$ cat src/hw/rtl/qwo_pkg.sv
`timescale 1ns / 1ps
// Shared types, widths and constants for the quadrature wheel odometry block.
// No dependencies; every other file in hw/rtl imports this package.

package qwo_pkg;

   // Datapath widths
   localparam int CNT_W       = 32;   // wheel counter width (COUNT_BITS)
   localparam int SPEED_W     = 24;   // velocity result width (SPEED_BITS)
   localparam int STAMP_W     = 32;
   localparam int INTERVAL_W  = 16;
   localparam int UMPC_W      = 20;
   localparam int TRACK_W     = 16;
   localparam int SUM_W       = SPEED_W + 1;

   // Configuration port
   localparam int CSR_IDX_W   = 3;
   localparam int CSR_DATA_W  = 20;

   // Register reset values
   localparam int INTERVAL_RST = 20;
   localparam int UMPC_RST     = 1000;
   localparam int TRACK_RST    = 500;

   // Serial divider: dividend is |delta| * um_per_count, divisor is 16 bit
   localparam int DIVN_W      = CNT_W + UMPC_W;
   localparam int DIVD_W      = 16;
   localparam int DIV_CNT_W   = $clog2(DIVN_W);

   // Turn rate scaling: rad -> mrad
   localparam int MRAD_PER_RAD = 1000;
   localparam int TURN_PROD_W  = SUM_W + 10;

   // Largest magnitude of a negative speed
   localparam longint SPD_MAG = 64'd1 << (SPEED_W - 1);

   // Snapshot queue between front and back
   localparam int QUEUE_DEPTH = 2;
   localparam int QPTR_W      = $clog2(QUEUE_DEPTH);
   localparam int QCNT_W      = $clog2(QUEUE_DEPTH + 1);

   typedef enum logic [CSR_IDX_W-1:0] {
      CSR_INTERVAL    = 3'd0,
      CSR_LEFT_REV    = 3'd1,
      CSR_RIGHT_REV   = 3'd2,
      CSR_LEFT_UMPC   = 3'd3,
      CSR_RIGHT_UMPC  = 3'd4,
      CSR_TRACK       = 3'd5
   } csr_idx_type;

   typedef enum logic {
      CMD_SAMPLE = 1'b0,
      CMD_CLEAR  = 1'b1
   } cmd_type;

   typedef enum logic [3:0] {
      B_IDLE,
      B_MUL_L,
      B_DIV_L,
      B_WAIT_L,
      B_MUL_R,
      B_DIV_R,
      B_WAIT_R,
      B_MUL_T,
      B_DIV_T,
      B_WAIT_T,
      B_EMIT
   } back_state_type;

   typedef struct packed {
      logic cmd;
      logic left_a;
      logic left_b;
      logic right_a;
      logic right_b;
      logic ms_tick;
   } req_type;

   typedef struct packed {
      logic signed [CNT_W-1:0]   left_total;
      logic signed [CNT_W-1:0]   right_total;
      logic        [STAMP_W-1:0] stamp_ms;
      logic signed [SPEED_W-1:0] left_speed;
      logic signed [SPEED_W-1:0] right_speed;
      logic signed [SPEED_W-1:0] body_speed;
      logic signed [SPEED_W-1:0] turn_rate;
   } rsp_type;

   typedef struct packed {
      logic [INTERVAL_W-1:0] period_ms;
      logic                  left_reverse;
      logic                  right_reverse;
      logic [UMPC_W-1:0]     left_um_per_count;
      logic [UMPC_W-1:0]     right_um_per_count;
      logic [TRACK_W-1:0]    track_width_mm;
   } cfg_type;

   // One snapshot handed from the front to the back
   typedef struct packed {
      logic signed [CNT_W-1:0]      left_total;
      logic signed [CNT_W-1:0]      right_total;
      logic        [STAMP_W-1:0]    stamp_ms;
      logic signed [CNT_W-1:0]      left_delta;
      logic signed [CNT_W-1:0]      right_delta;
      logic        [INTERVAL_W-1:0] elapsed_ms;
      logic                         have_prev;
   } job_type;

   typedef struct packed {
      logic    push;
      job_type job;
   } job_push_type;

   typedef struct packed {
      logic              start;
      logic [DIVN_W-1:0] dividend;
      logic [DIVD_W-1:0] divisor;
   } div_req_type;

   // Apply sign to a quotient magnitude and clamp to the signed speed range
   function automatic logic signed [SPEED_W-1:0] sat_speed(input logic [DIVN_W-1:0] q,
                                                         input logic neg);
      logic [DIVN_W-1:0]  lim;
      logic [SPEED_W-1:0] m;
      lim = DIVN_W'(SPD_MAG);
      m   = q[SPEED_W-1:0];
      if (neg) begin
         if (q >= lim) return {1'b1, {(SPEED_W-1){1'b0}}};
         return -$signed(m);
      end
      if (q >= lim) return {1'b0, {(SPEED_W-1){1'b1}}};
      return $signed(m);
   endfunction

endpackage

$ cat src/hw/rtl/qwo_div.sv
`timescale 1ns / 1ps
// Restoring serial divider, one quotient bit per cycle, unsigned operands.
// Depends on qwo_pkg for widths and the request struct.

module qwo_div (
   input  logic                        clock,
   input  logic                        reset,
   input  qwo_pkg::div_req_type        req,
   output logic                        done,
   output logic [qwo_pkg::DIVN_W-1:0]  quotient
);
   import qwo_pkg::*;

   logic                 busy_ff, busy_in;
   logic                 done_ff, done_in;
   logic [DIV_CNT_W-1:0] cnt_ff, cnt_in;
   logic [DIVD_W-1:0]    rem_ff, rem_in;
   logic [DIVN_W-1:0]    quo_ff, quo_in;
   logic [DIVD_W-1:0]    dvs_ff, dvs_in;

   logic [DIVD_W:0]      shifted;
   logic [DIVD_W:0]      trial;
   logic                 ge;

   assign shifted = {rem_ff, quo_ff[DIVN_W-1]};
   assign trial   = shifted - {1'b0, dvs_ff};
   assign ge      = shifted >= {1'b0, dvs_ff};

   always_comb begin
      busy_in = busy_ff;
      done_in = 1'b0;
      cnt_in  = cnt_ff;
      rem_in  = rem_ff;
      quo_in  = quo_ff;
      dvs_in  = dvs_ff;
      if (req.start) begin
         busy_in = 1'b1;
         cnt_in  = '0;
         rem_in  = '0;
         quo_in  = req.dividend;
         dvs_in  = req.divisor;
      end else if (busy_ff) begin
         rem_in = ge ? trial[DIVD_W-1:0] : shifted[DIVD_W-1:0];
         quo_in = {quo_ff[DIVN_W-2:0], ge};
         cnt_in = cnt_ff + 1'b1;
         if (cnt_ff == DIV_CNT_W'(DIVN_W - 1)) begin
            busy_in = 1'b0;
            done_in = 1'b1;
         end
      end
   end

   always_ff @(posedge clock) begin
      if (reset) begin
         busy_ff <= 1'b0;
         done_ff <= 1'b0;
         cnt_ff  <= '0;
      end else begin
         busy_ff <= busy_in;
         done_ff <= done_in;
         cnt_ff  <= cnt_in;
      end
      rem_ff <= rem_in;
      quo_ff <= quo_in;
      dvs_ff <= dvs_in;
   end

   assign done     = done_ff;
   assign quotient = quo_ff;

`ifndef SYNTHESIS
   a_done_after_busy: assert property (@(posedge clock) disable iff (reset)
      done_ff |-> $past(busy_ff))
      else $error("divider finished without running");
`endif

endmodule

$ cat src/hw/rtl/qwo_front.sv
`timescale 1ns / 1ps
// Front end: decodes encoder edges, keeps counts and the ms clock, and
// queues a snapshot request when the interval elapses. Depends on qwo_pkg.

module qwo_front (
   input  logic                  clock,
   input  logic                  reset,
   input  logic                  accept,
   input  qwo_pkg::req_type      req,
   input  qwo_pkg::cfg_type      cfg,
   output qwo_pkg::job_push_type snap
);
   import qwo_pkg::*;

   logic                  last_la_ff, last_la_in;
   logic                  last_ra_ff, last_ra_in;
   logic [CNT_W-1:0]      lcnt_ff, lcnt_in;
   logic [CNT_W-1:0]      rcnt_ff, rcnt_in;
   logic [CNT_W-1:0]      prevl_ff, prevl_in;
   logic [CNT_W-1:0]      prevr_ff, prevr_in;
   logic                  havep_ff, havep_in;
   logic [INTERVAL_W-1:0] since_ff, since_in;
   logic [STAMP_W-1:0]    clock_ms_ff, clock_ms_in;

   logic                  l_up, r_up;
   logic [CNT_W-1:0]      lcnt_new, rcnt_new;
   logic [INTERVAL_W-1:0] since_inc, limit;

   assign l_up = (req.left_a ^ req.left_b) ^ cfg.left_reverse;
   assign r_up = (req.right_a ^ req.right_b) ^ cfg.right_reverse;

   // Step only on a change of A
   assign lcnt_new = (req.left_a == last_la_ff) ? lcnt_ff
                   : (l_up ? lcnt_ff + 1'b1 : lcnt_ff - 1'b1);
   assign rcnt_new = (req.right_a == last_ra_ff) ? rcnt_ff
                   : (r_up ? rcnt_ff + 1'b1 : rcnt_ff - 1'b1);

   assign since_inc = (since_ff == {INTERVAL_W{1'b1}}) ? since_ff : since_ff + 1'b1;
   assign limit     = (cfg.period_ms == '0) ? INTERVAL_W'(1) : cfg.period_ms;

   always_comb begin
      last_la_in  = last_la_ff;
      last_ra_in  = last_ra_ff;
      lcnt_in     = lcnt_ff;
      rcnt_in     = rcnt_ff;
      prevl_in    = prevl_ff;
      prevr_in    = prevr_ff;
      havep_in    = havep_ff;
      since_in    = since_ff;
      clock_ms_in = clock_ms_ff;

      snap.push             = 1'b0;
      snap.job.left_total   = lcnt_new;
      snap.job.right_total  = rcnt_new;
      snap.job.stamp_ms     = clock_ms_ff + 1'b1;
      snap.job.left_delta   = lcnt_new - prevl_ff;
      snap.job.right_delta  = rcnt_new - prevr_ff;
      snap.job.elapsed_ms   = since_inc;
      snap.job.have_prev    = havep_ff;

      if (accept) begin
         if (req.cmd == CMD_CLEAR) begin
            lcnt_in  = '0;
            rcnt_in  = '0;
            prevl_in = '0;
            prevr_in = '0;
            havep_in = 1'b0;
            since_in = '0;
         end else begin
            lcnt_in    = lcnt_new;
            rcnt_in    = rcnt_new;
            last_la_in = req.left_a;
            last_ra_in = req.right_a;
            if (req.ms_tick) begin
               clock_ms_in = clock_ms_ff + 1'b1;
               since_in    = since_inc;
               if (since_inc >= limit) begin
                  snap.push = 1'b1;
                  prevl_in  = lcnt_new;
                  prevr_in  = rcnt_new;
                  havep_in  = 1'b1;
                  since_in  = '0;
               end
            end
         end
      end
   end

   always_ff @(posedge clock) begin
      if (reset) begin
         last_la_ff  <= 1'b0;
         last_ra_ff  <= 1'b0;
         lcnt_ff     <= '0;
         rcnt_ff     <= '0;
         prevl_ff    <= '0;
         prevr_ff    <= '0;
         havep_ff    <= 1'b0;
         since_ff    <= '0;
         clock_ms_ff <= '0;
      end else begin
         last_la_ff  <= last_la_in;
         last_ra_ff  <= last_ra_in;
         lcnt_ff     <= lcnt_in;
         rcnt_ff     <= rcnt_in;
         prevl_ff    <= prevl_in;
         prevr_ff    <= prevr_in;
         havep_ff    <= havep_in;
         since_ff    <= since_in;
         clock_ms_ff <= clock_ms_in;
      end
   end

endmodule

$ cat src/hw/rtl/qwo_queue.sv
`timescale 1ns / 1ps
// Short snapshot queue that decouples the front end from the velocity back end.
// Depends on qwo_pkg for the job types and queue depth.

module qwo_queue (
   input  logic                  clock,
   input  logic                  reset,
   input  qwo_pkg::job_push_type wr,
   input  logic                  pop,
   output logic                  full,
   output logic                  empty,
   output qwo_pkg::job_type      head
);
   import qwo_pkg::*;

   job_type           slot_ff [QUEUE_DEPTH];
   logic [QPTR_W-1:0] wr_ptr_ff, wr_ptr_in;
   logic [QPTR_W-1:0] rd_ptr_ff, rd_ptr_in;
   logic [QCNT_W-1:0] count_ff, count_in;

   assign full  = (count_ff == QCNT_W'(QUEUE_DEPTH));
   assign empty = (count_ff == '0);
   assign head  = slot_ff[rd_ptr_ff];

   always_comb begin
      wr_ptr_in = wr_ptr_ff;
      rd_ptr_in = rd_ptr_ff;
      count_in  = count_ff;
      if (wr.push) begin
         wr_ptr_in = (wr_ptr_ff == QPTR_W'(QUEUE_DEPTH - 1)) ? '0 : wr_ptr_ff + 1'b1;
      end
      if (pop) begin
         rd_ptr_in = (rd_ptr_ff == QPTR_W'(QUEUE_DEPTH - 1)) ? '0 : rd_ptr_ff + 1'b1;
      end
      if (wr.push && !pop) begin
         count_in = count_ff + 1'b1;
      end else if (pop && !wr.push) begin
         count_in = count_ff - 1'b1;
      end
   end

   always_ff @(posedge clock) begin
      if (reset) begin
         wr_ptr_ff <= '0;
         rd_ptr_ff <= '0;
         count_ff  <= '0;
      end else begin
         wr_ptr_ff <= wr_ptr_in;
         rd_ptr_ff <= rd_ptr_in;
         count_ff  <= count_in;
      end
      if (wr.push) begin
         slot_ff[wr_ptr_ff] <= wr.job;
      end
   end

`ifndef SYNTHESIS
   a_count_bound: assert property (@(posedge clock) disable iff (reset)
      count_ff <= QCNT_W'(QUEUE_DEPTH))
      else $error("snapshot queue overflow");
   a_fill: assert property (@(posedge clock) disable iff (reset)
      (wr.push && !pop) |=> count_ff == $past(count_ff) + 1'b1)
      else $error("snapshot queue lost a push");
   a_no_pop_empty: assert property (@(posedge clock) disable iff (reset)
      pop |-> count_ff != '0)
      else $error("snapshot queue popped while empty");
`endif

endmodule

$ cat src/hw/rtl/qwo_back.sv
`timescale 1ns / 1ps
// Back end: turns queued snapshots into wheel, body and turn velocities with a
// shared multiplier and serial divider, and holds the result register. Uses qwo_pkg, qwo_div.

module qwo_back (
   input  logic             clock,
   input  logic             reset,
   input  qwo_pkg::cfg_type cfg,
   input  logic             q_empty,
   input  qwo_pkg::job_type q_head,
   output logic             q_pop,
   output logic             rsp_valid,
   input  logic             rsp_stall,
   output qwo_pkg::rsp_type rsp_data
);
   import qwo_pkg::*;

   back_state_type            state_ff, state_in;
   job_type                   job_ff, job_in;
   logic [DIVN_W-1:0]         prod_ff, prod_in;
   logic                      neg_ff, neg_in;
   logic signed [SPEED_W-1:0] vl_ff, vl_in;
   logic signed [SPEED_W-1:0] vr_ff, vr_in;
   logic signed [SPEED_W-1:0] vb_ff, vb_in;
   logic signed [SPEED_W-1:0] wt_ff, wt_in;
   logic                      rsp_valid_ff, rsp_valid_in;
   rsp_type                   rsp_data_ff, rsp_data_in;

   logic [CNT_W-1:0]          mag_l, mag_r, mul_a;
   logic [UMPC_W-1:0]         mul_b;
   logic [DIVN_W-1:0]         mul_p;
   logic [SUM_W-1:0]          diff, sum, sum_adj, tmag;
   logic [TURN_PROD_W-1:0]    tprod;
   div_req_type               div_req;
   logic                      div_done;
   logic [DIVN_W-1:0]         div_q;

   qwo_div u_div (
      .clock    (clock),
      .reset    (reset),
      .req      (div_req),
      .done     (div_done),
      .quotient (div_q)
   );

   assign mag_l = job_ff.left_delta[CNT_W-1]  ? CNT_W'(-job_ff.left_delta)  : job_ff.left_delta;
   assign mag_r = job_ff.right_delta[CNT_W-1] ? CNT_W'(-job_ff.right_delta) : job_ff.right_delta;

   // One multiplier shared by both wheels
   assign mul_a = (state_ff == B_MUL_R) ? mag_r : mag_l;
   assign mul_b = (state_ff == B_MUL_R) ? cfg.right_um_per_count : cfg.left_um_per_count;
   assign mul_p = {{UMPC_W{1'b0}}, mul_a} * {{CNT_W{1'b0}}, mul_b};

   assign diff    = {vr_ff[SPEED_W-1], vr_ff} - {vl_ff[SPEED_W-1], vl_ff};
   assign sum     = {vr_ff[SPEED_W-1], vr_ff} + {vl_ff[SPEED_W-1], vl_ff};
   assign sum_adj = sum + SUM_W'(sum[SUM_W-1]);
   assign tmag    = diff[SUM_W-1] ? -diff : diff;
   assign tprod   = TURN_PROD_W'(tmag) * TURN_PROD_W'(MRAD_PER_RAD);

   always_comb begin
      state_in     = state_ff;
      job_in       = job_ff;
      prod_in      = prod_ff;
      neg_in       = neg_ff;
      vl_in        = vl_ff;
      vr_in        = vr_ff;
      vb_in        = vb_ff;
      wt_in        = wt_ff;
      rsp_data_in  = rsp_data_ff;
      rsp_valid_in = rsp_valid_ff && rsp_stall;
      q_pop        = 1'b0;
      div_req.start    = 1'b0;
      div_req.dividend = prod_ff;
      div_req.divisor  = (state_ff == B_DIV_T) ? cfg.track_width_mm : job_ff.elapsed_ms;

      case (state_ff)
         B_IDLE: begin
            if (!q_empty) begin
               q_pop    = 1'b1;
               job_in   = q_head;
               state_in = B_MUL_L;
            end
         end
         B_MUL_L: begin
            if (!job_ff.have_prev) begin
               // first snapshot after reset or clear reports no motion
               vl_in    = '0;
               vr_in    = '0;
               vb_in    = '0;
               wt_in    = '0;
               state_in = B_EMIT;
            end else begin
               prod_in  = mul_p;
               neg_in   = job_ff.left_delta[CNT_W-1];
               state_in = B_DIV_L;
            end
         end
         B_DIV_L: begin
            div_req.start = 1'b1;
            state_in      = B_WAIT_L;
         end
         B_WAIT_L: begin
            if (div_done) begin
               vl_in    = sat_speed(div_q, neg_ff);
               state_in = B_MUL_R;
            end
         end
         B_MUL_R: begin
            prod_in  = mul_p;
            neg_in   = job_ff.right_delta[CNT_W-1];
            state_in = B_DIV_R;
         end
         B_DIV_R: begin
            div_req.start = 1'b1;
            state_in      = B_WAIT_R;
         end
         B_WAIT_R: begin
            if (div_done) begin
               vr_in    = sat_speed(div_q, neg_ff);
               state_in = B_MUL_T;
            end
         end
         B_MUL_T: begin
            // mean speed truncates toward zero
            vb_in   = sum_adj[SUM_W-1:1];
            neg_in  = diff[SUM_W-1];
            prod_in = DIVN_W'(tprod);
            if (cfg.track_width_mm == '0) begin
               wt_in    = '0;
               state_in = B_EMIT;
            end else begin
               state_in = B_DIV_T;
            end
         end
         B_DIV_T: begin
            div_req.start = 1'b1;
            state_in      = B_WAIT_T;
         end
         B_WAIT_T: begin
            if (div_done) begin
               wt_in    = sat_speed(div_q, neg_ff);
               state_in = B_EMIT;
            end
         end
         B_EMIT: begin
            if (!rsp_valid_ff || !rsp_stall) begin
               rsp_valid_in            = 1'b1;
               rsp_data_in.left_total  = job_ff.left_total;
               rsp_data_in.right_total = job_ff.right_total;
               rsp_data_in.stamp_ms    = job_ff.stamp_ms;
               rsp_data_in.left_speed  = vl_ff;
               rsp_data_in.right_speed = vr_ff;
               rsp_data_in.body_speed  = vb_ff;
               rsp_data_in.turn_rate   = wt_ff;
               state_in                = B_IDLE;
            end
         end
         default: begin
            state_in = B_IDLE;
         end
      endcase
   end

   always_ff @(posedge clock) begin
      if (reset) begin
         state_ff     <= B_IDLE;
         rsp_valid_ff <= 1'b0;
      end else begin
         state_ff     <= state_in;
         rsp_valid_ff <= rsp_valid_in;
      end
      job_ff      <= job_in;
      prod_ff     <= prod_in;
      neg_ff      <= neg_in;
      vl_ff       <= vl_in;
      vr_ff       <= vr_in;
      vb_ff       <= vb_in;
      wt_ff       <= wt_in;
      rsp_data_ff <= rsp_data_in;
   end

   assign rsp_valid = rsp_valid_ff;
   assign rsp_data  = rsp_data_ff;

endmodule

$ cat src/hw/rtl/quadrature_wheel_odometry.sv
`timescale 1ns / 1ps
// Top level of the quadrature wheel odometry block: configuration registers,
// front end, snapshot queue and velocity back end. Uses qwo_pkg and all qwo_* modules.

// Differential-drive odometry from two quadrature encoders. Each request
// carries one sample of both wheels' A/B pins, a millisecond tick flag and a
// command bit (sample or clear). A change of A steps that wheel's 32-bit count
// up when B differs from A and down otherwise (inverted by the reverse bits);
// counts wrap. Every period_ms ticks a snapshot response carries both
// counts, the ms stamp and the left, right, body (mm/s) and turn (mrad/s)
// rates, truncated toward zero and saturated to 24 bits; the first snapshot
// after reset or clear reports zero rates. Rate: requests are taken one per
// cycle while req_stall is low; the front end registers counts and timers
// as each request is taken. Each snapshot then passes through the back end:
// it is popped, then for each of left, right and turn the product is
// formed, the shared one-bit-per-cycle divider is launched and runs through
// its 52 quotient bits and flags done, and the response register is loaded
// once it is free. A zero track width skips the turn divide; a first
// snapshot after reset or clear skips all math. A two-entry queue holds
// pending snapshots, and req_stall rises only while that queue is full.
// Configuration writes are always ready and must be issued only while the
// block is idle.

module quadrature_wheel_odometry (
   input  logic                              clock,
   input  logic                              reset,
   input  logic                              req_valid,
   output logic                              req_stall,
   input  qwo_pkg::req_type                  req_data,
   output logic                              rsp_valid,
   input  logic                              rsp_stall,
   output qwo_pkg::rsp_type                  rsp_data,
   input  logic                              csr_valid,
   output logic                              csr_ready,
   input  logic [qwo_pkg::CSR_IDX_W-1:0]     csr_index,
   input  logic [qwo_pkg::CSR_DATA_W-1:0]    csr_data
);
   import qwo_pkg::*;

   cfg_type      cfg_ff, cfg_in;
   logic         req_accept;
   job_push_type snap;
   logic         q_full, q_empty, q_pop;
   job_type      q_head;

   // Register writes land at once; no side effects to wait on
   assign csr_ready = 1'b1;

   // Hold the request only when no room is left for a snapshot
   assign req_stall  = q_full;
   assign req_accept = req_valid && !req_stall;

   always_comb begin
      cfg_in = cfg_ff;
      if (csr_valid && csr_ready) begin
         case (csr_index)
            CSR_INTERVAL:   cfg_in.period_ms          = csr_data[INTERVAL_W-1:0];
            CSR_LEFT_REV:   cfg_in.left_reverse       = csr_data[0];
            CSR_RIGHT_REV:  cfg_in.right_reverse      = csr_data[0];
            CSR_LEFT_UMPC:  cfg_in.left_um_per_count  = csr_data[UMPC_W-1:0];
            CSR_RIGHT_UMPC: cfg_in.right_um_per_count = csr_data[UMPC_W-1:0];
            CSR_TRACK:      cfg_in.track_width_mm     = csr_data[TRACK_W-1:0];
            default: begin
               // drop writes to unmapped indexes
            end
         endcase
      end
   end

   always_ff @(posedge clock) begin
      if (reset) begin
         cfg_ff.period_ms          <= INTERVAL_W'(INTERVAL_RST);
         cfg_ff.left_reverse       <= 1'b0;
         cfg_ff.right_reverse      <= 1'b0;
         cfg_ff.left_um_per_count  <= UMPC_W'(UMPC_RST);
         cfg_ff.right_um_per_count <= UMPC_W'(UMPC_RST);
         cfg_ff.track_width_mm     <= TRACK_W'(TRACK_RST);
      end else begin
         cfg_ff <= cfg_in;
      end
   end

   // Front: edge decode, counters, ms clock, snapshot trigger
   qwo_front u_front (
      .clock  (clock),
      .reset  (reset),
      .accept (req_accept),
      .req    (req_data),
      .cfg    (cfg_ff),
      .snap   (snap)
   );

   // Queue: pending snapshots between front and back
   qwo_queue u_queue (
      .clock (clock),
      .reset (reset),
      .wr    (snap),
      .pop   (q_pop),
      .full  (q_full),
      .empty (q_empty),
      .head  (q_head)
   );

   // Back: velocity math and the response register
   qwo_back u_back (
      .clock     (clock),
      .reset     (reset),
      .cfg       (cfg_ff),
      .q_empty   (q_empty),
      .q_head    (q_head),
      .q_pop     (q_pop),
      .rsp_valid (rsp_valid),
      .rsp_stall (rsp_stall),
      .rsp_data  (rsp_data)
   );

endmodule
$ cat config.mk
export PLATFORM = sky130hd
export DESIGN_NAME = quadrature_wheel_odometry
export DESIGN_NICKNAME = d
export VERILOG_FILES = /design/src/hw/rtl/qwo_pkg.sv /design/src/hw/rtl/qwo_div.sv /design/src/hw/rtl/qwo_front.sv /design/src/hw/rtl/qwo_queue.sv /design/src/hw/rtl/qwo_back.sv /design/src/hw/rtl/quadrature_wheel_odometry.sv
export SDC_FILE = /design/constraint.sdc
export NUM_CORES = 2
export LEC_CHECK = 0
export BUFFER_PORTS_ARGS = -buffer_cell sky130_fd_sc_hd__buf_2
export CAP_MARGIN = 0
export CORE_UTILIZATION = 62
export CTS_CLUSTER_DIAMETER = 100
export CTS_CLUSTER_SIZE = 40
export DETAILED_ROUTE_END_ITERATION = 10
export HOLD_SLACK_MARGIN = 0.02
export PLACE_DENSITY = 0.83
export SETUP_SLACK_MARGIN = 0.2
export SLEW_MARGIN = 20
export SYNTH_ARGS = -nofsm -noshare
export SYNTH_HDL_FRONTEND = slang
export SYNTH_HIERARCHICAL = 1
export SYNTH_SLANG_ARGS = --single-unit
export TNS_END_PERCENT = 20
$ cat constraint.sdc
create_clock -name clock -period 17.91 [get_ports clock]
set_input_delay 3.582 -clock clock [delete_from_list [all_inputs] [get_ports clock]]
set_output_delay 3.582 -clock clock [all_outputs]
set_load 0.05 [all_outputs]
==> results.md <==
- Status: finished, violations left
- Failing checks: DRC
- Final hold vios: 0
- Post-route ant nets: 0
- Post-route core utilization: 65.8%
- Dpl cell area: 86,600 um2
- Final WL: between 200 and 250 mm
- Largest cells by area after synthesis: edfxtp_1 34%, fa_1 15%, dfxtp_1 6.8%
- CP startpoint kind: register
- CP delay by family, top: adder cells
- Largest net degree at the start of global routing: 190
- Syn-to-layout area delta: 4.84%
- Tcrit/Tclk final: around three fifths
- Worst-Skew Late Latency: 0.73 ns
- Synthesized Nets: around 9,000
- Total area of sequential cells: approximately 34,000 um2
- Critical Path RT: 18.33 ns
- Final Slew Violations: 0
- Post-CTS Setup Bufs: 0
- Synth top area share: 33.6%
- Drt pass-1 iters: 11
- Post-DR vias/cell: 6.15
- H-tree levels: 2
- CTS tree: built
- Worst hold path type: reg2reg
- Total track usage: 31.4%
- Register bit total from synthesis: 1,227
- Minimum clock period: 10.71 ns
- Area of the multi-input gates: about 45,000 um2
- Post-Syn Area: about 84,000 um2
- Clock root buffer: clkbuf_16
- CP bufs+invs: 9
- Unique masters post-synth: 124
- Final instance area: 88,000 um2
- Main synth FF type: edfxtp_1
- Commonest non-fill, non-tap cell in the layout: edfxtp_1
- Post-synth ARST share: 0%
- Die Wd: 370 um
- Mapped Cells: 7,922
- Slowest CP cell: buf_4
- Vias: 59,716
- # rows: 134
- Fraction of layout instances using a drive strength above 1: 9.38%
- Die area: 137,000 um2
- Initial drt markers: 5,765
- Cell accounting for the most synthesized area: edfxtp_1
- Post-synth EDFFs: 940
- Syn Area/Cell: 10.6 um2
- Sequential area share after synthesis: 40.5%
- Crit path kind: reg2reg
- Arr. time, crit path: 11.13 ns
- IO Pins: 229
- Total CTS buffers: 40
- Unrepaired setup endpoints after global routing: no
- Largest fanout on the critical path: 84
- Final setup fails: 0
- First-pass GRT wire length: 335 mm
- Clock slew at reported path FFs: between 0.1 and 0.15 ns
- # clock sinks: 1,227
- CP endpoint kind: register
- Critical Path Most Common Cell: fa_1
- Maximum clock path buffer count: 3
- Fin cells: 9,713
- DR WL/cell: 22.2 um
- CTS hold repair buffers: 0
- Initial Util: 62.7%
- Slew HR: about a fifth
- Hpwl dp: 162 mm
- Vias in the first global route: 59,848
- Worst Skew: 0.109 ns
- Final TNS setup: 0 ns
- Layout filler cell count: 10,058
- Grt total ovfl: 0
- Final Wtd Congestion: 1.02
- Max Freq: 93.3 MHz
- Die height: roughly 370 um
- Max-cap viol count: 0
- Tightest Pin Transition: 1.19 ns
- Ys Warns: 6
- Initial antenna violation count: 3
- I/O Buffers: 227
- Post-CTS sizing: 0
- Dpl cells: between 9,000 and 10,000
- Most frequent cells in the layout: 940 x edfxtp_1, 924 x inv_1, 795 x nor2_1
- Number of nets in the layout: 8,965
- Residual DRC: 26
- Slowest stage delay, CP: roughly 0.82 ns
- Core area: 134,000 um2
[synth_stat cells, types with 61 or more instances]
library cell	number
o21ai_0	217
mux2_2	117
edfxtp_1	940
nand3_1	116
mux2i_1	135
nand2_1	720
nor2b_1	62
xnor2_1	232
a21oi_1	359
nor3_1	123
nand2b_1	128
or3_1	89
mux2_4	130
nand4_1	62
clkbuf_1	285
nor4_1	61
dfxtp_1	287
fa_1	632
ha_1	386
inv_1	924
a21o_1	101
nor2_1	802
xor2_1	190
[path summary, 6_finish.rpt]
check	from	to	slack, ns	depth (start not counted)
worst max-delay path	u_back/state_ff[2]	u_back/prod_ff[51]	7.20	31
worst min-delay path	u_back/vb_ff[10]	u_back/rsp_data[34]	0.41	0
worst max register to register	u_back/state_ff[2]	u_back/prod_ff[51]	7.20	31
worst min register to register	u_back/vb_ff[10]	u_back/rsp_data[34]	0.41	0
[kinds of logic (layout without fill, tap and decap cells)]
logic type               count (synthesis)  in the layout  synth area share, %
AO/OA/AOI/OAI                         1151           1151                 8.98
XOR/XNOR                               428            428                 4.57
adder cells (fa/ha/maj)               1018           1018                 20.8
buffers and inverters                 1302           1323                 6.12
flip-flops                            1227           1227                 40.5
multiplexers                           383            383                 5.52
other                                    1              3              0.00447
AND/OR/NAND/NOR                       2412           2412                 13.5
[registers in the layout (all words and copies together), names as in the netlist, 32 cells and up, named ones only]
signal and flops:
u_front/rcnt_ff 32, cfg_ff 74, u_front/prevr_ff 32, u_back/job_ff 177
u_queue/slot_ff 354, u_back/prod_ff 52, u_back/rsp_data 192, u_back/u_div/quotient 52
u_front/prevl_ff 32, u_front/lcnt_ff 32, u_front/clock_ms_ff 32
[layer usage]
layer / track usage, % / up-vias / routed length (um)
met5: 0 / - / 13
met4: 13.5 / 2 / 10400
met3: 5.65 / 619 / 18800
met2: 52.4 / 2766 / 103000
met1: 40.4 / 29514 / 83800
li1: - / 26815 / -
[layout make-up]
class,count,area share (%)
antenna,2,0.00569
clock buffer,59,1.23
clock inverter,13,0.297
inverter,928,3.96
multi-input combinational,5393,51.2
sequential,1227,38.6
tap,1768,2.51
timing repair buffer,323,2.16
[per-stage QoR]
stage	setup slack, ns	hold slack [ns]
floorplan	4.12	0.400
global placement	7.50	0.402
detailed placement	7.24	0.405
CTS	7.14	0.394
global route	6.56	0.424
finish	7.20	0.406
Power is not shown: default switching activity piles up to over one toggle a cycle in this logic, so the estimate is an artifact.
